`config.mk`:
```
export PLATFORM = sky130hd
export DESIGN_NAME = eff_front
export DESIGN_NICKNAME = d
export VERILOG_FILES = /design/src/hdl/eff_pkg.sv /design/src/hdl/eff_front.sv
export SDC_FILE = /design/constraint.sdc
export NUM_CORES = 1
export LEC_CHECK = 0
export ABC_AREA = 1
export BUFFER_PORTS_ARGS = -buffer_cell sky130_fd_sc_hd__buf_2
export CAP_MARGIN = 40
export CORE_AREA = 2 2 168 170
export DETAILED_ROUTE_END_ITERATION = 10
export DIE_AREA = 0 0 170 172
export PLACE_DENSITY = 0.42
export REMOVE_ABC_BUFFERS = 1
export SLEW_MARGIN = 20
export SYNTH_ARGS = -nofsm -noshare
export SYNTH_HDL_FRONTEND = slang
export SYNTH_SLANG_ARGS = --single-unit
```
`constraint.sdc`:
```
create_clock -name vclk -period 2.1
set_input_delay 0.63 -clock vclk [all_inputs]
set_output_delay 0.63 -clock vclk [all_outputs]
set_load 0.01 [all_outputs]
```
`src/hdl/eff_pkg.sv`:
```
// Shared types, constants and helpers of the egress flow filter and rate limiter.
package eff_pkg;

  localparam int unsigned BLK_DEPTH   = 1024;
  localparam int unsigned RATE_DEPTH  = 8192;
  localparam int unsigned BLK_AW      = (BLK_DEPTH > 1) ? $clog2(BLK_DEPTH) : 1;
  localparam int unsigned RATE_AW     = (RATE_DEPTH > 1) ? $clog2(RATE_DEPTH) : 1;
  localparam int unsigned BLK_CW      = $clog2(BLK_DEPTH + 1);
  localparam int unsigned RATE_CW     = $clog2(RATE_DEPTH + 1);
  localparam int unsigned SCAN_W      = (BLK_CW > RATE_CW) ? BLK_CW : RATE_CW;

  localparam int unsigned QUEUE_DEPTH = 2;
  localparam int unsigned Q_AW        = $clog2(QUEUE_DEPTH);
  localparam int unsigned Q_CW        = $clog2(QUEUE_DEPTH + 1);

  localparam int unsigned CFG_AW      = 1;
  localparam int unsigned CFG_DW      = 32;
  localparam logic [CFG_AW-1:0] CFG_WINDOW_LEN = CFG_AW'(0);
  localparam logic [CFG_AW-1:0] CFG_BYTE_LIMIT = CFG_AW'(1);
  localparam logic [CFG_DW-1:0] WINDOW_LEN_RST = 32'd1000000000;
  localparam logic [CFG_DW-1:0] BYTE_LIMIT_RST = 32'd104857600;

  localparam logic [7:0] PROTO_TCP        = 8'd6;
  localparam logic [7:0] PROTO_UDP        = 8'd17;
  localparam logic [7:0] BLOCK_QUARANTINE = 8'd1;

  localparam int unsigned N_STATS = 4;
  localparam logic [1:0] STAT_PKT_PASS  = 2'd0;
  localparam logic [1:0] STAT_PKT_DROP  = 2'd1;
  localparam logic [1:0] STAT_BYTE_PASS = 2'd2;
  localparam logic [1:0] STAT_BYTE_DROP = 2'd3;

  localparam int unsigned N_ALERT_PORTS = 8;
  localparam logic [15:0] ALERT_PORTS [N_ALERT_PORTS] = '{
    16'd4444, 16'd1337, 16'd31337, 16'd6666, 16'd6667, 16'd6668, 16'd9999, 16'd12345
  };

  typedef enum logic [2:0] {
    CMD_PACKET    = 3'd0,
    CMD_WR_BLOCK  = 3'd1,
    CMD_DEL_BLOCK = 3'd2,
    CMD_ADD_RATE  = 3'd3,
    CMD_DEL_RATE  = 3'd4,
    CMD_RD_STAT   = 3'd5,
    CMD_RD_TOTAL  = 3'd6,
    CMD_NOP       = 3'd7
  } cmd_e;

  typedef enum logic [1:0] {
    STS_OK        = 2'd0,
    STS_FULL      = 2'd1,
    STS_NOT_FOUND = 2'd2
  } status_e;

  typedef enum logic {
    REASON_QUARANTINE = 1'b0,
    REASON_ALERT      = 1'b1
  } reason_e;

  typedef struct packed {
    cmd_e        cmd;
    logic [63:0] key;
    logic [7:0]  bval;
    logic [1:0]  sidx;
    logic [15:0] len;
    logic [63:0] now;
    logic        iph;
    logic        alert;
    logic [7:0]  proto;
    logic [31:0] addr;
    logic [15:0] evport;
  } item_t;

  typedef struct packed {
    status_e     status;
    logic        drop;
    logic        event_valid;
    reason_e     event_reason;
    logic [63:0] event_flow_key;
    logic [31:0] event_address;
    logic [15:0] event_port;
    logic [7:0]  event_protocol;
    logic [15:0] event_length;
    logic [63:0] event_time;
    logic [63:0] read_data;
  } res_t;

  typedef struct packed {
    logic        used;
    logic [63:0] key;
    logic [7:0]  val;
  } blk_ent_t;

  typedef struct packed {
    logic        used;
    logic [63:0] key;
    logic [63:0] start;
    logic [63:0] wbytes;
    logic [63:0] total;
  } rate_ent_t;

  function automatic logic is_alert_port(logic [15:0] port);
    logic hit;
    hit = 1'b0;
    for (int i = 0; i < N_ALERT_PORTS; i++) begin
      if (port == ALERT_PORTS[i]) begin
        hit = 1'b1;
      end
    end
    return hit;
  endfunction

endpackage

```
`src/hdl/eff_front.sv`:
```
// Input side: accepts items and classifies packets for the engine.
module eff_front (
  input  logic           in_valid_i,
  output logic           in_stall_o,
  input  logic [2:0]     command_i,
  input  logic [63:0]    flow_key_i,
  input  logic [7:0]     block_value_i,
  input  logic [1:0]     stat_index_i,
  input  logic [15:0]    packet_length_i,
  input  logic [63:0]    time_now_ns_i,
  input  logic           ip_header_present_i,
  input  logic           l4_header_present_i,
  input  logic [7:0]     ip_protocol_i,
  input  logic [31:0]    dest_address_i,
  input  logic [15:0]    dest_port_i,
  input  logic           q_full_i,
  output logic           push_o,
  output eff_pkg::item_t item_o
);
  import eff_pkg::*;

  logic tcp_or_udp;

  assign tcp_or_udp = (ip_protocol_i == PROTO_TCP) || (ip_protocol_i == PROTO_UDP);
  assign in_stall_o = q_full_i;
  assign push_o     = in_valid_i && !q_full_i;

  always_comb begin
    item_o.cmd    = cmd_e'(command_i);
    item_o.key    = flow_key_i;
    item_o.bval   = block_value_i;
    item_o.sidx   = stat_index_i;
    item_o.len    = packet_length_i;
    item_o.now    = time_now_ns_i;
    item_o.iph    = ip_header_present_i;
    item_o.alert  = ip_header_present_i && (ip_protocol_i == PROTO_TCP) &&
                    l4_header_present_i && is_alert_port(dest_port_i);
    item_o.proto  = ip_protocol_i;
    item_o.addr   = dest_address_i;
    item_o.evport = (tcp_or_udp && l4_header_present_i) ? dest_port_i : 16'd0;
  end

endmodule

```
======== Word-level counts from Yosys, hierarchy flattened ========
Index checks and enable logic that the tools add are counted.
storage, ports and cells
  register bits after elaboration ......... 0
  bits of input ports ..................... 217
  output and inout port bits .............. 217
  logic and storage cells ................. 26
cells by class
  eq/ne operators ......................... 10
  mux-type cells .......................... 9
  reduce and logical (&&, ||, !) cells .... 7
operators with widths
  kind                                                    number
  equality test 16 x 13 -> 1 bit (second input constant)  4
  equality test 16 x 14 -> 1 bit (second input constant)  2
  equality test 16 x 11 -> 1 bit (second input constant)  1
  equality test 16 x 15 -> 1 bit (second input constant)  1
  2-to-1 mux 16 bit                                       1
  equality test 8 x 3 -> 1 bit (second input constant)    1
  equality test 8 x 5 -> 1 bit (second input constant)    1
  2-to-1 mux 1 bit                                        8
  logical AND 1 bit                                       5
  zero test 1 bit                                         1
  logical OR 1 bit                                        1

======== Logic depth before layout (Yosys ltp) ========
Gate-level depths: netlist (run 1).
  depth in word-level cells ............... 10
  gate-level depth with buffers ........... 10
  mapped depth without buffers ............ 10

======== Worst setup path after synthesis (run 1) ========
Ideal clock, no wire load.
  kind .................................... input port to output port
  from .................................... in ip_protocol_i[0]
  to ...................................... out item_o[10] (netlist bit)
  data arrival time ....................... 1.418 ns
  data required time ...................... 1.470 ns
  setup slack ............................. 0.052 ns
  stages .................................. 8
  buffers on the path ..................... 2
  path through ............................ inv_1 -> nand2_1 -> nor3_2 -> nand3_1 -> and2_4 -> buf_6 -> buf_12 -> nor2_4
RTL lines
  element             line             source
  start: declaration  eff_front.sv:13  input logic [7:0] ip_protocol_i,
  end: declaration    eff_front.sv:18  output eff_pkg::item_t item_o

==> key figures, run 1 <==
Cells and area
  – Final #Nets: 410
  – Share of post-route cells with drive strength above 1: a little under three fifths
  – Register area: 0 sq um
  – Area of the multi-input gates: 503 sq um
  – Clkbuf count: 0
  – Commonest non-fill, non-tap cells in the layout: buf_2 (41), nand2_1 (28), nor2_1 (26), inv_1 (18), buf_4 (18)
  – Sequential cells: 0
  – Most common cell after layout, fill and taps aside: buf_2
  – Antenna cells: 0
  – Final core occ: 5.65%
  – Filler cells: 3301
  – Area growth syn-to-layout: -25.2%
  – Post-route cell area: 1550 sq um

Worst setup path
  – CP startpoint: ip_protocol_i[2]
  – Crit path arrival time: 1.61 ns
  – Crit start category: input port
  – CP required: around 1.5 ns
  – Worst Setup EP: item_o[4]
  – Worst Path Class, Setup: in2out
  – Largest fanout on the critical path: 16
  – Worst Setup End Kind: output pin

Global routing
  – Met2 usage: 34.8%
  – Initial antenna violation count: 0
  – Total grt overflow: 0
  – Largest net degree at the start of global routing: 17
  – Grt met1 use: 7.56%
  – Global-route wire length before repair: approximately 35000 microns
  – Grt peak-use layer: met3
  – Number of global-route vias before repair: between 1000 and 1500
  – Gr usage total: 20.9%
  – Routing usage on met3: between 30% and 40%

Placement
  – Number of port buffers: 56
  – GP Congestion: 1.00
  – Placed cell area: 1410 sq um
  – HPWL Detailed: between 30000 and 40000 microns

Synth
  – Register area share after synthesis: 0%
  – Distinct cells, synth: 15
  – Mapped Cells: 317
  – Yosys top cell area share: approximately 72%
  – Synthesized area: 2070 sq um
  – Leading area contributor after synthesis: buf_4
  – Synth top area cells: buf_4 (72%), nand2_1 (6.2%), nor2_1 (6.0%)
  – Syn_area_per_cell: ~6.5 sq um
  – Yosys warnings: 0

Timing
  – Slew @ Worst Pin: 0.421 ns
  – Setup violators final: 17
  – Setup TNS Final: -1.78 ns
  – Final Hold Viols: 0
  – Tcrit/Tclk final: 107%
  – Slew headroom: 71.9%
  – Max-slew violations: 0
  – Max Freq: approximately 450 MHz
  – Unrepaired setup endpoints after global routing: yes
  – Final min period: 2.24 ns
  – Final worst slack: -0.138 ns

Drt
  – Via-to-Cell Ratio: 2.79
  – DRC: 0
  – Avg WL per Cell: 59.8 microns
  – DRT Wirelength: 32100 microns
  – Post-route ant nets: 0
  – Vias: 1499
  – TritonRoute pass-1 iters: 4
  – Number of DRC markers in iteration 0: 90

Floorplan
  – Core outline area: approximately 27000 sq um
  – Initial Util: between 7 and 8%
  – Die area: 29200 sq um
  – Die Span Y: between 150 and 200 microns
  – IO Count: between 400 and 500
  – Die X: 170 microns
  – Num rows: 61

Worst hold path
  – Tightest Hold Check Type: in2out

Job
  – Max-cap violations: 0

Power
  – Pleak: ~0.66 nW
  – Comb pwr share: 100.0%
  – Switching Fraction: 53.3%
  – Worst vdd ir: 0.0465 mV
  – Sequential cell fraction of total power: 0%
  – Sw Pwr: 0.0818 mW
  – Internal Power: ~0.07 mW
  – Clk pwr share: 0%
  – PD cells: 98.9 nW/um^2

CTS
  – Hold buffer count at CTS: 0
  – Post-CTS setup buffer count: 0

Status
  – Violated checks: setup timing
  – Status: complete, but fails checks
## worst min path at each step
stage,startpoint,endpoint,cells past startpoint
final,flow_key_i[3],item_o[151],0
after global routing,flow_key_i[3],item_o[151],0
after CTS,flow_key_i[3],item_o[151],0
after detailed placement,flow_key_i[3],item_o[151],0
after global placement,flow_key_i[3],item_o[151],0
after floorplan,q_full_i,in_stall_o,0
## Yosys cell counts
cell type  count
nor2_4        10
and2_4         1
nor3_1         1
nor3_2         1
buf_4        199
buf_6          1
nand3_1        6
nor2b_1        1
nor3b_2        1
nand2_1       34
nor2_1        33
nor4_1         1
nand4_1        2
buf_12         1
inv_1         25
## cells by family (layout without fill, tap and decap cells)
kind of cell / count (synthesis) / after routing / share of synthesized area (%)
simple gates: 91 / 91 / 22.0
buf+inv: 226 / 100 / 78.0
## layer usage
| layer | wire length [microns] | vias up |
|---|---|---|
| met5 | 481 | - |
| met4 | 550 | 10 |
| met3 | 12300 | 22 |
| met2 | 14800 | 460 |
| met1 | 3960 | 517 |
| li1 | - | 490 |
## critical path, cell delays in order
cell	delay, ns
buf_6	0.10
nor3b_2	0.14
nand3_1	0.08
and2_4	0.41
nor2_1	0.07
buf_2	0.15
## final cells by class
type                       instances  area share (%)
tap                              346            27.9
timing repair buffer              75            33.5
multi-input combinational         91            32.4
inverter                          25            6.20
## metrics by stage
stage	setup WS [ns]	total power [mW]	hold WS, ns	cells
floorplan	0.123	0.0420	1.26	116
global placement	-0.223	0.138	1.26	538
detailed placement	-0.193	0.138	1.26	538
CTS	-0.185	0.144	1.26	538
global route	-0.225	0.172	1.26	537
finish	-0.138	0.154	1.26	537
## power by group through the flow
stage / Clock, mW / Sequential [mW] / Combinational [mW]
after global placement: 0 / 0 / 0.138
final: 0 / 0 / 0.154
after floorplan: 0 / 0 / 0.0420
after global routing: 0 / 0 / 0.172
after CTS: 0 / 0 / 0.144
after detailed placement: 0 / 0 / 0.138
## timing repair
item | CTS | global route
endpoints found under the setup margin | 17 | 17
pin swaps | 1 | 14
gates cloned | 0 | 0
gates resized for setup | 26 | 25
No activity file was read; power rests on OpenSTA's default activity.
==> run 2, diff against run 1 <==
Settings changed: CAP_MARGIN 40 to not set, PLACE_DENSITY 0.42 to 0.33.
==> run 2 against run 1 <==
Effect of this change: the run still ends with setup timing left; non-clock buffer count increased by 10; via count increased by 0.93%; count of clock-buffer cells in the layout unchanged; power increased by 8.1%; cell count increased by 1.9%; combinational power increased by 8%; first-iteration DRC count decreased by 26%; critical path depth increased by 2; worst hold slack about the same; maximum frequency decreased by 3.8%; flip-flop and latch count unchanged; critical path type unchanged; critical endpoint is now item_o[11]; largest cell class unchanged; largest power group unchanged.
==> key figures, run 2 (synthesized netlist as in run 1, its figures left out) <==
Status
  – Status: complete, but fails checks
  – Violated checks: setup timing

Cells and area
  – Area growth syn-to-layout: -16.7%
  – Antenna cells: 0 (unchanged)
  – Final #Nets: 420 (+2.4%)
  – Clkbuf count: 0 (unchanged)
  – Register area: 0 sq um (unchanged)
  – Share of post-route cells with drive strength above 1: 57.2% (-0.38 points)
  – Sequential cells: 0 (unchanged)
  – Commonest non-fill, non-tap cells in the layout: buf_2 (37), nand2_1 (33), buf_4 (26), nor2_1 (24), inv_1 (21)
  – Area of the multi-input gates: 544 sq um (+8.2%)
  – Final core occ: 6.29% (+0.64 points)
  – Filler cells: 3277 (-0.73%)
  – Most common cell after layout, fill and taps aside: buf_2

Timing
  – Setup violators final: 17 (unchanged)
  – Unrepaired setup endpoints after global routing: yes
  – Final worst slack: -0.227 ns (-0.0892 ns)
  – Slew @ Worst Pin: 0.245 ns (-0.176 ns)
  – Final min period: 2.33 ns (+0.0892 ns)
  – Slew headroom: 83.5% (+12 points)
  – Max-slew violations: 0 (unchanged)
  – Final Hold Viols: 0 (unchanged)
  – Hold WS: 1.26 ns (+0.0000200 ns)
  – Tcrit/Tclk final: 111% (+4.2 points)
  – Max Freq: 430 MHz (-3.8%)

Drt
  – TritonRoute pass-1 iters: 4 (unchanged)
  – DRC: 0 (unchanged)
  – Via-to-Cell Ratio: 2.77 (-0.91%)
  – Avg WL per Cell: 59.4 microns (-0.65%)
  – Post-route ant nets: 0 (unchanged)
  – Vias: 1513 (+0.93%)
  – Number of DRC markers in iteration 0: 67 (-26%)
  – DRT Wirelength: 32500 microns (+1.2%)

Placement
  – HPWL Detailed: 31400 microns (+0.94%)
  – GP Congestion: 1.01 (+0.53%)
  – Number of port buffers: 56 (unchanged)
  – Place WS: -0.555 ns (-0.361 ns)

Global routing
  – Gr usage total: 21.1% (+0.18 points)
  – Total grt overflow: 0 (unchanged)
  – Initial antenna violation count: 0 (unchanged)
  – Global-route wire length before repair: 35000 microns (+0.96%)
  – Largest net degree at the start of global routing: 8 (-9)
  – Number of global-route vias before repair: 1358 (+7.0%)

Floorplan
  – IO Count: 434 (unchanged)
  – Die area: 29200 sq um (unchanged)
  – Core outline area: 27500 sq um (unchanged)
  – Initial Util: 7.55% (unchanged)
  – Num rows: 61 (unchanged)
  – Die Span Y: 172 microns (unchanged)
  – Die X: 170 microns (unchanged)

Worst hold path
  – Hold EP: item_o[97]
  – Hold depth: 0 (unchanged)
  – Worst Min Path Start: time_now_ns_i[39]
  – Tightest Hold Check Type: in2out

Power
  – Pleak: 0.741 nW (+12%)
  – PD cells: 96.1 nW/um^2 (-2.8%)
  – Total power: 0.166 mW (+8.1%)
  – Worst vdd ir: 0.0371 mV (-20%)

Worst setup path
  – Largest fanout on the critical path: 7 (-9)
  – Crit-path cells: buf_8 -> inv_6 -> nor3b_4 -> nand3_2 -> and2_4 -> buf_12 -> nor2_4 -> buf_6
  – Buf/Inv on CP: 4 (+2)
  – Crit start category: input port
  – Slowest CP cell: nor3b_4
  – Crit path arrival time: 1.70 ns (+0.09 ns)
  – Worst Path Class, Setup: in2out
  – CP required: 1.47 ns (about the same)
  – Largest delay contributor family on the critical path: simple AND/OR/NAND/NOR gates
  – CP max stage delay: 0.24 ns (-0.17 ns)
  – Worst Setup End Kind: output pin
  – Crit path depth: 8 (+2)

Job
  – Max-cap violations: 0 (unchanged)
-- run 2: power breakdown --
group	internal (mW)	total, mW	switching (mW)
Sequential	0	0	0
Clock	0	0	0
Combinational	0.0767	0.166	0.0893
Total	0.0767	0.166	0.0893
-- run 2: per-layer routing --
metal  routed length (microns)  up-vias  global-route usage (%)
met3                     11800       24                    36.0
met5                       655        -                    16.3
met4                       643       14                    3.31
met1                      4150      562                    7.78
li1                          -      511                       -
met2                     15300      402                    35.6
-- run 2: worst max-delay path by stage --
| stage | startpoint | to | slack, ns |
|---|---|---|---|
| floorplan | ip_protocol_i[0] | item_o[0] | 0.12 |
| global placement | ip_protocol_i[2] | item_o[4] | -0.45 |
| detailed placement | ip_protocol_i[2] | item_o[4] | -0.55 |
| CTS | l4_header_present_i | item_o[3] | -0.33 |
| global route | l4_header_present_i | item_o[9] | -0.32 |
| finish | l4_header_present_i | item_o[11] | -0.23 |
-- run 2: area by class of cell --
| class | count | share of cell area (%) |
|---|---|---|
| timing repair buffer | 85 | 37.6 |
| multi-input combinational | 91 | 31.5 |
| tap | 346 | 25.1 |
| inverter | 25 | 5.87 |
-- run 2: what timing repair did --
item,4_1_cts,5_1_grt
setup buffers,3,4
hold buffers,0,0
pin swaps,4,9
gates cloned,0,0
setup endpoints to repair,17,17
gates resized for setup,37,21
-- run 2: per-stage QoR --
stage / std cells / TNS (ns) / area (sq um)
final: 547 / -3.24 / 1730
after floorplan: 116 / 0 / 549
after global routing: 547 / -4.77 / 1730
after detailed placement: 541 / -7.67 / 1440
after global placement: 541 / -6.87 / 1440
after CTS: 544 / -4.70 / 1620
