===== src/hdl/eff_pkg.sv =====
// Shared types, constants and helpers of the egress flow filter and rate limiter.
package eff_pkg;

  localparam int unsigned BLK_DEPTH   = 1024;
  localparam int unsigned RATE_DEPTH  = 8192;
  localparam int unsigned BLK_AW      = (BLK_DEPTH > 1) ? $clog2(BLK_DEPTH) : 1;
  localparam int unsigned RATE_AW     = (RATE_DEPTH > 1) ? $clog2(RATE_DEPTH) : 1;
  localparam int unsigned BLK_CW      = $clog2(BLK_DEPTH + 1);
  localparam int unsigned RATE_CW     = $clog2(RATE_DEPTH + 1);
  localparam int unsigned SCAN_W      = (BLK_CW > RATE_CW) ? BLK_CW : RATE_CW;

  localparam int unsigned QUEUE_DEPTH = 2;
  localparam int unsigned Q_AW        = $clog2(QUEUE_DEPTH);
  localparam int unsigned Q_CW        = $clog2(QUEUE_DEPTH + 1);

  localparam int unsigned CFG_AW      = 1;
  localparam int unsigned CFG_DW      = 32;
  localparam logic [CFG_AW-1:0] CFG_WINDOW_LEN = CFG_AW'(0);
  localparam logic [CFG_AW-1:0] CFG_BYTE_LIMIT = CFG_AW'(1);
  localparam logic [CFG_DW-1:0] WINDOW_LEN_RST = 32'd1000000000;
  localparam logic [CFG_DW-1:0] BYTE_LIMIT_RST = 32'd104857600;

  localparam logic [7:0] PROTO_TCP        = 8'd6;
  localparam logic [7:0] PROTO_UDP        = 8'd17;
  localparam logic [7:0] BLOCK_QUARANTINE = 8'd1;

  localparam int unsigned N_STATS = 4;
  localparam logic [1:0] STAT_PKT_PASS  = 2'd0;
  localparam logic [1:0] STAT_PKT_DROP  = 2'd1;
  localparam logic [1:0] STAT_BYTE_PASS = 2'd2;
  localparam logic [1:0] STAT_BYTE_DROP = 2'd3;

  localparam int unsigned N_ALERT_PORTS = 8;
  localparam logic [15:0] ALERT_PORTS [N_ALERT_PORTS] = '{
    16'd4444, 16'd1337, 16'd31337, 16'd6666, 16'd6667, 16'd6668, 16'd9999, 16'd12345
  };

  typedef enum logic [2:0] {
    CMD_PACKET    = 3'd0,
    CMD_WR_BLOCK  = 3'd1,
    CMD_DEL_BLOCK = 3'd2,
    CMD_ADD_RATE  = 3'd3,
    CMD_DEL_RATE  = 3'd4,
    CMD_RD_STAT   = 3'd5,
    CMD_RD_TOTAL  = 3'd6,
    CMD_NOP       = 3'd7
  } cmd_e;

  typedef enum logic [1:0] {
    STS_OK        = 2'd0,
    STS_FULL      = 2'd1,
    STS_NOT_FOUND = 2'd2
  } status_e;

  typedef enum logic {
    REASON_QUARANTINE = 1'b0,
    REASON_ALERT      = 1'b1
  } reason_e;

  typedef struct packed {
    cmd_e        cmd;
    logic [63:0] key;
    logic [7:0]  bval;
    logic [1:0]  sidx;
    logic [15:0] len;
    logic [63:0] now;
    logic        iph;
    logic        alert;
    logic [7:0]  proto;
    logic [31:0] addr;
    logic [15:0] evport;
  } item_t;

  typedef struct packed {
    status_e     status;
    logic        drop;
    logic        event_valid;
    reason_e     event_reason;
    logic [63:0] event_flow_key;
    logic [31:0] event_address;
    logic [15:0] event_port;
    logic [7:0]  event_protocol;
    logic [15:0] event_length;
    logic [63:0] event_time;
    logic [63:0] read_data;
  } res_t;

  typedef struct packed {
    logic        used;
    logic [63:0] key;
    logic [7:0]  val;
  } blk_ent_t;

  typedef struct packed {
    logic        used;
    logic [63:0] key;
    logic [63:0] start;
    logic [63:0] wbytes;
    logic [63:0] total;
  } rate_ent_t;

  function automatic logic is_alert_port(logic [15:0] port);
    logic hit;
    hit = 1'b0;
    for (int i = 0; i < N_ALERT_PORTS; i++) begin
      if (port == ALERT_PORTS[i]) begin
        hit = 1'b1;
      end
    end
    return hit;
  endfunction

endpackage


===== src/hdl/eff_queue.sv =====
// Short item queue between the classifier and the engine.
module eff_queue (
  input  logic           clk_i,
  input  logic           rst_ni,
  input  logic           push_i,
  input  eff_pkg::item_t item_i,
  output logic           full_o,
  input  logic           pop_i,
  output logic           valid_o,
  output eff_pkg::item_t head_o
);
  import eff_pkg::*;

  item_t            mem_q [QUEUE_DEPTH];
  logic [Q_AW-1:0]  wp_q;
  logic [Q_AW-1:0]  rp_q;
  logic [Q_CW-1:0]  cnt_q;
  logic             do_pop;

  assign full_o  = (cnt_q == Q_CW'(QUEUE_DEPTH));
  assign valid_o = (cnt_q != '0);
  assign head_o  = mem_q[rp_q];
  assign do_pop  = pop_i && valid_o;

  always_ff @(posedge clk_i) begin
    if (push_i) begin
      mem_q[wp_q] <= item_i;
    end
  end

  always_ff @(posedge clk_i or negedge rst_ni) begin
    if (!rst_ni) begin
      wp_q  <= '0;
      rp_q  <= '0;
      cnt_q <= '0;
    end else begin
      if (push_i) begin
        wp_q <= wp_q + Q_AW'(1);
      end
      if (do_pop) begin
        rp_q <= rp_q + Q_AW'(1);
      end
      if (push_i && !do_pop) begin
        cnt_q <= cnt_q + Q_CW'(1);
      end else if (!push_i && do_pop) begin
        cnt_q <= cnt_q - Q_CW'(1);
      end
    end
  end

  a_no_overflow: assert property (@(posedge clk_i) disable iff (!rst_ni)
    full_o |-> !push_i) else $error("queue written while full");

  a_cnt_bound: assert property (@(posedge clk_i) disable iff (!rst_ni)
    cnt_q <= Q_CW'(QUEUE_DEPTH)) else $error("queue count out of range");

  a_ptr_gap: assert property (@(posedge clk_i) disable iff (!rst_ni)
    (cnt_q == '0) |-> (wp_q == rp_q)) else $error("queue pointers disagree with count");

endmodule


===== config.mk =====
export PLATFORM = sky130hd
export DESIGN_NAME = eff_queue
export DESIGN_NICKNAME = d
export VERILOG_FILES = /design/src/hdl/eff_pkg.sv /design/src/hdl/eff_queue.sv
export SDC_FILE = /design/constraint.sdc
export NUM_CORES = 1
export LEC_CHECK = 0
export ABC_AREA = 1
export BUFFER_PORTS_ARGS = -buffer_cell sky130_fd_sc_hd__clkbuf_2
export CAP_MARGIN = 10
export CORE_MARGIN = 4
export CORE_UTILIZATION = 45
export CTS_BUF_LIST = sky130_fd_sc_hd__clkbuf_16
export DETAILED_ROUTE_END_ITERATION = 10
export HOLD_SLACK_MARGIN = 0.12
export MAX_ROUTING_LAYER = met4
export PLACE_DENSITY_LB_ADDON = 0.12
export SLEW_MARGIN = 20
export SYNTH_ARGS = -nofsm -noshare
export SYNTH_HDL_FRONTEND = slang
export SYNTH_SLANG_ARGS = --single-unit

===== constraint.sdc =====
create_clock -name clk_i -period 14.3 [get_ports clk_i]
set_input_delay 1.43 -clock clk_i [delete_from_list [all_inputs] [get_ports clk_i]]
set_output_delay 1.43 -clock clk_i [all_outputs]
set_load 0.005 [all_outputs]

; After elaboration in Yosys (flattened, before gate mapping)
; Memory sizes are Yosys's and may differ from the RTL's.
; Cells that the tools add are included.
[word_totals]
n_memories = 1
ram_bits = 430
output_inout_bits = 217
in_bits = 219
ff_bits = 4
[op_classes]
mux = 4
n_reduce_logical = 7
n_eq_ne = 1
add_sub_neg = 4
[mem_list]
columns = memory, words, word_bits, read_ports, rd_ports_with_merged_regs, write_ports, line_no
row1 = mem_q, 2, 215, 1, 0, 1, eff_queue.sv:14  ; item_t mem_q [QUEUE_DEPTH];
[ops]
columns = op, count
row1 = 2-bit two-way mux, 2
row2 = 2-bit nonzero test, 2
row3 = 1-bit logical AND, 3
row4 = "1-bit adder, second input constant", 2
row5 = "2-bit by 1-bit adder with 2-bit output, second input constant", 1
row6 = "2-bit == test, second input constant", 1
row7 = 1-bit logical NOT, 2
row8 = 1-bit two-way mux, 2
row9 = "2-bit by 1-bit subtractor with 2-bit output, second input constant", 1

; Depth between registers and ports, before layout
; Gate-level depths: netlist (run 1).
[logic_depth]
ltp_word = 5
mapped_depth = 9
depth_no_buf = 9

; Worst setup path before layout (run 1)
; No wires, ideal clock.
[synth_timing]
path_kind = input port to flip-flop
start = input port push_i
end = memory mem_q[0][0] (netlist name) (enable)
setup_ns = 0.800
path_slack_ns = 3.047
stages = 2
arrival_ns = 10.453
t_required_ns = 13.500
path_cell_list = inv_1 -> nor2_1
[synth_between]
elab_chain_len = 2
[synth_rtl]
columns = item, line_no
row1 = from (decl), eff_queue.sv:5  ; input logic push_i,
row2 = 1-bit two-way mux, eff_queue.sv:26  ; if (push_i) begin
row3 = 1-bit two-way mux (implied by the code), eff_queue.sv:27  ; mem_q[wp_q] <= item_i;
row4 = to (decl), eff_queue.sv:14
; No other way between the ends.

==> impl_metrics.yaml, run 1 <==
synthesis:
  ys_seq_area_share_pct: 81.93
  ys_async_sr_fraction_pct: 0.9217
  synthCells: 1150
  synth_nets: 1370
  synth_top_cell_by_area: "edfxtp_1"
  synth_most_common_cell: "nand2_1"
  synth_edf_count: 430
  syn_area_mm2: 0.01588
  yosys.area.top_type_share_pct: 81.30
  yosys-top-cells-area: "edfxtp_1 (81%), nand2_1 (15%), buf_6 (0.85%)"
  ys_ff_latch: 434
  yosys_warnings: 0
  ys_top_cells_by_count: "nand2_1 (654), edfxtp_1 (430), buf_2 (19), buf_6 (12), buf_4 (11)"
  ys_types: 15
  avgSynthCellArea_um2: 13.81
  synthFlopType: "edfxtp_1"
critical_path:
  cpMaxStageDelayCell: "buf_4"
  crit_start: "rp_q$_DFFE_PN0P_"
  worstPathCellList: "inv_6 > buf_4 > nand2_1 > nand2_1 > clkbuf_2"
  crit_path_end_kind: "output port"
  crit_path_end: "head_o[128]"
  r2r-start: "wp_q$_DFFE_PN0P_"
  slowest_delay_ps: 910
  setup.worst_path.start_class: "register"
  cp.required_ps: 12870
  worstReg2RegEnd: "mem_q[0][82]$_DFFE_PP_"
  crit_type: "register to output port"
  crit_path_frequent_cell: "nand2_1"
  rrSetupSlack_ps: 10860
  ff2ff_path_depth: 3
  critPathMaxFanout: 126
  worstPathArrival_ps: 3460
placed_design:
  gp_congestion: 0.7902
  port_buffers: 435
  place_area_mm2: 0.01838
  dp_hpwl_mm: 23.80
  dp_cells: 2001
clocking:
  post_cts_resized: 0
  cts_setup_buffers: 0
  hold_buffers: 0
  cts_inserted_buffers: 45
  ctsHtreeMaxLevel: 2
  cts_root_buf: "clkbuf_16"
  clk_latency_ps: 560
  cts_tree: "built"
  clock_sinks: 434
  path_clk_slew_ps: 60
  clock_path_buffers: 3
pwr:
  comb_power_share_pct: 28.0
  p_seq_share_pct: 44.0
  p_int_mw: 2.724
  p_clk_share_pct: 28.0
  switching_power_mw: 1.275
  p_sw_share_pct: 31.88
  ir_drop_uv: 130.5
  p_leak_nw: 8.652
  powerDensity_mw_per_mm2: 201.7
route:
  top_layer: "met4"
  wl_met2_mm: 17.97
  drtPass1Iterations: 5
  via_count: 9853
  wl_met3_mm: 3.755
  route.detailed.drc: 0
  wl_per_cell_um: 17.71
  drt-total-wl_mm: 37.01
  drt-met1-wl_mm: 14.37
  avgViaCountPerCell: 4.714
  drt-initial-drc-count: 644
  ant_nets: 0
timing:
  hold-worst-slack_ps: 479.3
  fmax_mhz: 204.4
  tightestPinTransition_ps: 1034
  rsz0062_at_grt: "false"
  fin_crit_sh_pct: 34.21
  finalClockSkew_ps: 14.59
  maxSlewViolCount: 0
  finalCriticalPeriod_ps: 4892
  setup_viol_count_final: 0
  finalHoldViolations: 0
  relSlewSlack_pct: 30.92
  fin_setup_tns_ps: 0
min_path:
  hold_path.class: "register to register"
  worstHoldStart: "cnt_q[1]$_DFFE_PN0P_"
floorplan:
  initial_utilization_pct: 45.75
  die-height_um: 195.9
  num_rows: 68
  dieArea_mm2: 0.03836
  die_w_um: 195.9
  coreArea_mm2: 0.03471
  io_pins: 436
layout:
  fin_cells: 2090
  fillers: 2891
  drive_gt1_share_pct: 30.94
  final_cell_area_mm2: 0.01983
  fin_nets: 1813
  area_growth_pct: 24.84
global_route:
  first_global_vias: 9663
  grt_pass1_wl_mm: 55.17
  antenna_found_initial: 6
  gr-total-overflow: 0
  grt_max_degree: 127
  gr-usage-all-layers_pct: 19.22
flow_run:
  cap_violations: 0
run_status:
  status: "completed"
placed cells by master (no fill, tap or decap):
cell type	n
edfxtp_1	430
clkbuf_16	47
ha_1	1
clkbuf_2	435
bufinv_16	4
inv_1	15
buf_4	7
buf_6	1
clkinv_1	16
nand4_1	1
inv_8	1
nand3_1	2
diode_2	6
dfrtp_4	1
xor2_1	1
dfrtp_1	3
nor2_1	1
xnor2_1	1
nor2_4	1
inv_6	2
nand2_1	654
clkinvlp_4	1
clkinv_2	4
area by class of cell:
| type | count | area, um^2 | area share (%) |
|---|---|---|---|
| Inverter | 7 | 38.79 | 0.1956 |
| Antenna cell | 6 | 15.01 | 0.07573 |
| Clock inverter | 36 | 254.0 | 1.281 |
| Multi-Input combinational cell | 662 | 2516 | 12.69 |
| Timing Repair Buffer | 443 | 2241 | 11.30 |
| Sequential cell | 434 | 13020 | 65.65 |
| Tap cell | 455 | 569.3 | 2.871 |
| Clock buffer | 47 | 1176 | 5.932 |
how the worst min path moves through the flow:
| stage | cells after the start | to |
|---|---|---|
| floorplan | 2 | cnt_q[1]$_DFFE_PN0P_ |
| global placement | 2 | cnt_q[1]$_DFFE_PN0P_ |
| detailed placement | 2 | cnt_q[1]$_DFFE_PN0P_ |
| CTS | 2 | cnt_q[1]$_DFFE_PN0P_ |
| global route | 2 | cnt_q[1]$_DFFE_PN0P_ |
| finish | 2 | cnt_q[1]$_DFFE_PN0P_ |
power by group through the flow:
stage | combinational [mW] | sequential (mW) | clock [mW]
finish | 1.12 | 1.76 | 1.12
global route | 1.26 | 1.78 | 1.21
CTS | 1.16 | 1.76 | 1.15
detailed placement | 1.16 | 1.78 | 0
global placement | 1.15 | 1.78 | 0
floorplan | 0.627 | 1.83 | 0
layer usage:
layer  vias up  global-route usage [%]
met3        54                   7.642
met1      4672                   23.02
met2       340                   30.37
met4         0                   5.741
met5         -                       -
li1       4787                       -
flip-flops by register name (all words and copies together) (netlist names):
register	flops
cnt_q	2
mem_q	430
rp_q	1
wp_q	1
cell families after synthesis:
family | synth area share [%]
DFF | 81.93
and+or+nand+nor | 15.61
buffers and inverters | 2.269
xor gates and xnor gates | 0.1103
adders and majority gates | 0.07877
metrics by stage:
step	worst slack, ps	utilization, %	total power, mW
after global routing	9172	57.12	4.245
final	9408	57.12	3.999
after detailed placement	9572	52.94	2.940
after global placement	9541	52.94	2.931
after CTS	9346	57.06	4.066
after floorplan	3047	-	2.457
worst max-delay path: cells and delay by family (launching register included):
family | cells | cell delay, ps
buffers and inverters | 3 | 1790
flip-flops | 1 | 670
AND/OR/NAND/NOR | 2 | 260
Power figures use the tool's default switching activity.
==> run 2, diff against run 1 <==
==> constraint.sdc (replaced) <==
create_clock -name clk_i -period 3.9 [get_ports clk_i]
set_input_delay 0.39 -clock clk_i [delete_from_list [all_inputs] [get_ports clk_i]]
set_output_delay 0.39 -clock clk_i [all_outputs]
set_load 0.005 [all_outputs]
==> run 2 against run 1 <==
Clock power grew to 3.3 times the previous value. Utilization increased by 6.0 points. Wire length increased by 5.5%. Non-clock buffer count grew 219. Worst setup slack worse by 8200 ps. Design area increased by 11%. Clock skew is 1.6 ps lower. Cell count up 9.9%. Via count increased by 8.6%. Register-to-register slack got worse by 8900 ps. First-iteration DRC count grew 10%. Clock-buffer cell count down 2. Critical endpoint is now head_o[29].
==> impl_metrics.yaml, run 2 (synthesis gave the netlist of run 1 again) <==
floorplan:
  coreArea_mm2: 0.03471
  dieArea_mm2: 0.03836
  num_rows: 68
  io_pins: 436
  die_w_um: 195.9
  die-height_um: 195.9
  initial_utilization_pct: 45.75
layout:
  seq_area_mm2: 0.01302
  largest_register: "mem_q"
  final_cell_mix: "nand2_1 (653), clkbuf_2 (435), edfxtp_1 (430), dlygate4sd3_1 (218), clkbuf_16 (45)"
  largestRegisters: "mem_q: 430 flops, cnt_q: 2 flops"
  fillers: 2690
  fin_cells: 2297
  area_growth_pct: 38.01
  multi_input_area_mm2: 0.002519
  final_cell_area_mm2: 0.02192
  fin_nets: 2031
  final_util_pct: 63.14
  largest_reg_flops: 430
  mostFrequentLayoutCell: "nand2_1"
  drive_gt1_share_pct: 27.17
global_route:
  gr-usage-all-layers_pct: 20.33
  antenna_found_initial: 2
  grt_max_degree: 217
  first_global_vias: 10984
  gr-total-overflow: 0
  grt_pass1_wl_mm: 60.11
clocking:
  path_clk_slew_ps: 60
  cts_root_buf: "clkbuf_16"
  cts_tree: "built"
  clock_path_buffers: 3
  clock_sinks: 434
  cts_inserted_buffers: 44
  ctsHtreeMaxLevel: 2
  clk_latency_ps: 530
placed_design:
  place_area_mm2: 0.01846
  dp_hpwl_mm: 23.86
  gp_congestion: 0.8001
  port_buffers: 435
  dp_cells: 2002
  pre_cts_ws_ps: 1751
flow_run:
  cap_violations: 0
timing:
  finalHoldViolations: 0
  finalCriticalPeriod_ps: 2730
  setup_slack_ps: 1170
  fin_setup_tns_ps: 0
  maxSlewViolCount: 0
  relSlewSlack_pct: 18.00
  setup_viol_count_final: 0
  fmax_mhz: 366.2
  rsz0062_at_grt: "false"
  tightestPinTransition_ps: 1230
  fin_crit_sh_pct: 70.01
  finalClockSkew_ps: 12.98
  hold-worst-slack_ps: 215.4
pwr:
  powerDensity_mw_per_mm2: 665.0
  p_leak_nw: 9.528
  ir_drop_uv: 626.4
  p_total_mw: 14.58
critical_path:
  setup.worst_path.start_class: "register"
  ff2ff_path_depth: 3
  worstPathArrival_ps: 2340
  cp.required_ps: 3510
  rrSetupSlack_ps: 1950
  crit_type: "register to output port"
  crit_path_end_kind: "output port"
  critPathMaxFanout: 216
run_status:
  status: "completed"
route:
  drt-total-wl_mm: 39.03
  drt-initial-drc-count: 711
  via_count: 10700
  avgViaCountPerCell: 4.658
  route.detailed.drc: 0
  drtPass1Iterations: 5
  ant_nets: 0
  wl_per_cell_um: 16.99
min_path:
  hold_path.class: "input port to asynchronous set/reset pin"
run 2: layout make-up:
cell class / count / area share [%]
Inverter: 7 / 0.1598
Clock inverter: 30 / 0.6622
Sequential cell: 434 / 59.39
Antenna cell: 2 / 0.02283
Multi-Input combinational cell: 662 / 11.49
Tap cell: 455 / 2.597
Clock buffer: 45 / 5.138
Timing Repair Buffer: 662 / 20.54
run 2: timing repair:
item / CTS / global route
gates resized for setup: 0 / 0
hold buffers: 218 / 0
hold endpoints to repair: 436 / 0
setup endpoints to repair: 0 / 0
setup buffers: 0 / 0
run 2: worst paths after layout:
kind,start,end
worst max-delay path,rp_q$_DFFE_PN0P_,head_o[29]
worst min-delay path,rst_ni,wp_q$_DFFE_PN0P_
worst max register to register,wp_q$_DFFE_PN0P_,mem_q[1][106]$_DFFE_PP_
worst min register to register,cnt_q[1]$_DFFE_PN0P_,cnt_q[1]$_DFFE_PN0P_
max in group asynchronous,rst_ni,rp_q$_DFFE_PN0P_
min in group clk_i,cnt_q[1]$_DFFE_PN0P_,cnt_q[1]$_DFFE_PN0P_
run 2: report_power, final:
part,switching [mW],internal (mW),leakage (nW),total [mW]
clock,1.60,2.13,0.678,3.73
sequential,0.202,6.19,4.08,6.40
combinational,2.89,1.56,4.77,4.45
run 2: worst max-delay path, cell delays in order (launching register included):
cell	delay, ps
dfrtp_4	450
buf_12	590
nand2_1	160
nand2_1	120
clkbuf_2	120
run 2: routing by layer:
layer | part of all wire [%] | routed length (um) | track usage, % | vias to the layer above
met3 | 7.8 | 3051 | 5.186 | 59
li1 | - | - | - | 5210
met2 | 50 | 19330 | 33.45 | 378
met1 | 40 | 15780 | 25.51 | 5053
met5 | 0 | 0 | - | -
met4 | 2.2 | 868 | 5.250 | 0
==> run 3, diff against run 2 <==
--- a/config.mk
+++ b/config.mk
@@ -5,7 +5,7 @@
 export SDC_FILE = /design/constraint.sdc
 export NUM_CORES = 1
 export LEC_CHECK = 0
-export ABC_AREA = 1
+export ABC_AREA = 0
 export BUFFER_PORTS_ARGS = -buffer_cell sky130_fd_sc_hd__clkbuf_2
 export CAP_MARGIN = 10
 export CORE_MARGIN = 4
==> constraint.sdc (replaced) <==
create_clock -name clk_i -period 2.8 [get_ports clk_i]
set_input_delay 0.28 -clock clk_i [delete_from_list [all_inputs] [get_ports clk_i]]
set_output_delay 0.28 -clock clk_i [all_outputs]
set_load 0.005 [all_outputs]
==> run 3 against run 2 <==
Wire length shrank 6.2%. Worst setup slack lost 700 ps. Area after synthesis grew 2.5%. Sequential share of layout area shrank 1.9 points. Global-route usage shrank 1.6 points. Flip-flop and latch count is the same. Clock skew shrank 5.3 ps. Largest cell class unchanged.
==> impl_metrics.yaml, run 3 <==
pwr:
  comb_power_share_pct: 30.1
  p_int_mw: 15.32
  powerDensity_mw_per_mm2: 928.1
  p_clk_share_pct: 27.4
  ir_drop_uv: 614.4
  p_seq_share_pct: 42.4
  switching_power_mw: 5.708
  p_sw_share_pct: 27.14
  p_leak_nw: 9.144
route:
  avgViaCountPerCell: 4.765
  drt-total-wl_mm: 36.62
  ant_nets: 0
  wl_per_cell_um: 19.53
  route.detailed.drc: 0
  drt-initial-drc-count: 408
  drtPass1Iterations: 6
  via_count: 8935
global_route:
  first_global_vias: 9617
  grt_max_degree: 94
  gr-total-overflow: 0
  grt_pass1_wl_mm: 54.52
  antenna_found_initial: 1
  gr-usage-all-layers_pct: 18.74
layout:
  fin_nets: 1598
  multi_input_area_mm2: 0.003045
  fillers: 2521
  fin_cells: 1875
  final_util_pct: 63.55
  area_growth_pct: 39.24
  largest_reg_flops: 430
  seq_area_mm2: 0.01302
  final_cell_mix: "clkbuf_2 (435), edfxtp_1 (430), dlygate4sd3_1 (219), mux2_4 (140), mux2_2 (75)"
  mostFrequentLayoutCell: "clkbuf_2"
  largest_register: "mem_q"
  largestRegisters: "mem_q: 430 flops, cnt_q: 2 flops"
  drive_gt1_share_pct: 51.59
run_status:
  status: "completed"
clocking:
  ctsHtreeMaxLevel: 2
  hold_buffers: 219
  clock_sinks: 434
  clock_path_buffers: 3
  path_clk_slew_ps: 60
  clk_latency_ps: 550
  cts_setup_buffers: 0
  cts_inserted_buffers: 45
  cts_tree: "built"
  cts_root_buf: "clkbuf_16"
  post_cts_resized: 0
timing:
  tightestPinTransition_ps: 567.6
  maxSlewViolCount: 0
  setup_viol_count_final: 0
  finalCriticalPeriod_ps: 2328
  relSlewSlack_pct: 62.16
  fin_crit_sh_pct: 83.13
  fmax_mhz: 429.6
  finalHoldViolations: 0
  finalClockSkew_ps: 7.635
  rsz0062_at_grt: "false"
min_path:
  hold_path.class: "input port to register"
floorplan:
  die-height_um: 198.2
  coreArea_mm2: 0.03566
  io_pins: 436
  dieArea_mm2: 0.03927
  initial_utilization_pct: 45.64
  die_w_um: 198.2
  num_rows: 69
placed_design:
  dp_hpwl_mm: 23.94
  gp_congestion: 0.7544
  port_buffers: 435
  dp_cells: 1573
synthesis:
  ys_async_sr_fraction_pct: 0.9217
  synthFlopType: "edfxtp_1"
  synth_edf_count: 430
  ys_top_cells_by_count: "edfxtp_1 (430), mux2_4 (140), mux2_2 (75), buf_6 (17), buf_2 (7)"
  yosys-top-cells-area: "edfxtp_1 (79%), mux2_4 (13%), mux2_2 (5.2%)"
  synthCells: 685
  syn_area_mm2: 0.01627
  avgSynthCellArea_um2: 23.76
  yosys.area.top_type_share_pct: 79.34
  synth_nets: 905
  yosys_warnings: 0
  ys_types: 14
  ys_seq_area_share_pct: 79.96
  ys_ff_latch: 434
  synth_most_common_cell: "edfxtp_1"
  synth_top_cell_by_area: "edfxtp_1"
critical_path:
  critPathMaxFanout: 60
  crit_path_end_kind: "output port"
  cp.required_ps: 2520
  setup.worst_path.start_class: "register"
  slowest_delay_ps: 530
  path_delay_family: "flip-flops"
  worstPathCellList: "buf_12 > mux2_4 > clkbuf_2"
  cpMaxStageDelayCell: "dfrtp_4"
  crit_type: "register to output port"
  worstPathArrival_ps: 2050
  cp_num_buf_inv: 2
flow_run:
  cap_violations: 0
## run 3: cell types whose count changed after synthesis, sizes merged, moves of 2 or more
cell	before	now
nand2	654	1
xor2	1	3
inv	7	0
nor2b	0	2
buf	42	24
mux2	0	215
nand3	2	0
clkbuf	5	0
## run 3: cells by family (layout without fill, tap and decap cells)
logic type	Yosys count	after routing	synth area share [%]
flops	434	434	79.96
mux	215	215	18.11
buf+inv	24	752	1.392
simple gates	6	6	0.1999
xor+xnor	5	5	0.2691
fa+ha+maj	1	1	0.07687
other cells	0	1	0
## run 3: power groups by stage
stage	Combinational (mW)	Sequential, mW	Clock (mW)
after detailed placement	6.18	9.07	0
final	6.34	8.92	5.77
after CTS	6.46	8.93	5.92
after global routing	6.78	9.03	6.22
after global placement	6.21	9.01	0
after floorplan	3.85	9.08	0
## run 3: cell type report
type                    count  area share, %
flip-flops and latches    434          57.44
repair buffers            670          20.25
multi-input cells         227          13.44
clock buffers              47          5.190
well taps                 461          2.545
clock inverters            35          1.121
diodes                      1        0.01104
## run 3: worst paths after layout
path / from / endpoint / slack [ps] / cells past startpoint
max: rp_q$_DFFE_PN0P_ / head_o[132] / 470 / 3
min in group asynchronous: rst_ni / rp_q$_DFFE_PN0P_ / 680 / 3
max reg2reg: wp_q$_DFFE_PN0P_ / mem_q[1][135]$_DFFE_PP_ / 1130 / 2
min: item_i[13] / mem_q[0][13]$_DFFE_PP_ / 450 / 2
max in group asynchronous: rst_ni / rp_q$_DFFE_PN0P_ / 1920 / 3
min reg2reg: cnt_q[1]$_DFFE_PN0P_ / cnt_q[1]$_DFFE_PN0P_ / 480 / 1
## run 3: metrics by stage
stage	setup TNS (ps)	setup slack, ps	hold WS [ps]	area, um^2	total power [mW]
floorplan	-420200	-1238	-15.59	16280	12.93
global placement	0	1053	95.86	19040	15.22
detailed placement	0	1038	100.8	19040	15.25
CTS	0	417.4	402.9	22660	21.31
global route	0	381.5	429.9	22660	22.03
finish	0	472.3	451.5	22660	21.03
## run 3: worst register-to-register path, stage by stage, from the launching register on
cell,delay (ps)
dfrtp_1,410
and2_4,520
buf_4,410
## run 3: metal layers
layer	vias up	routed length, um	track usage, %	share of wire, %
li1	4133	-	-	-
met1	4386	14140	21.95	39
met2	335	18640	30.89	51
met3	81	2526	5.037	6.9
met4	0	1313	7.702	3.6
met5	-	0	-	0
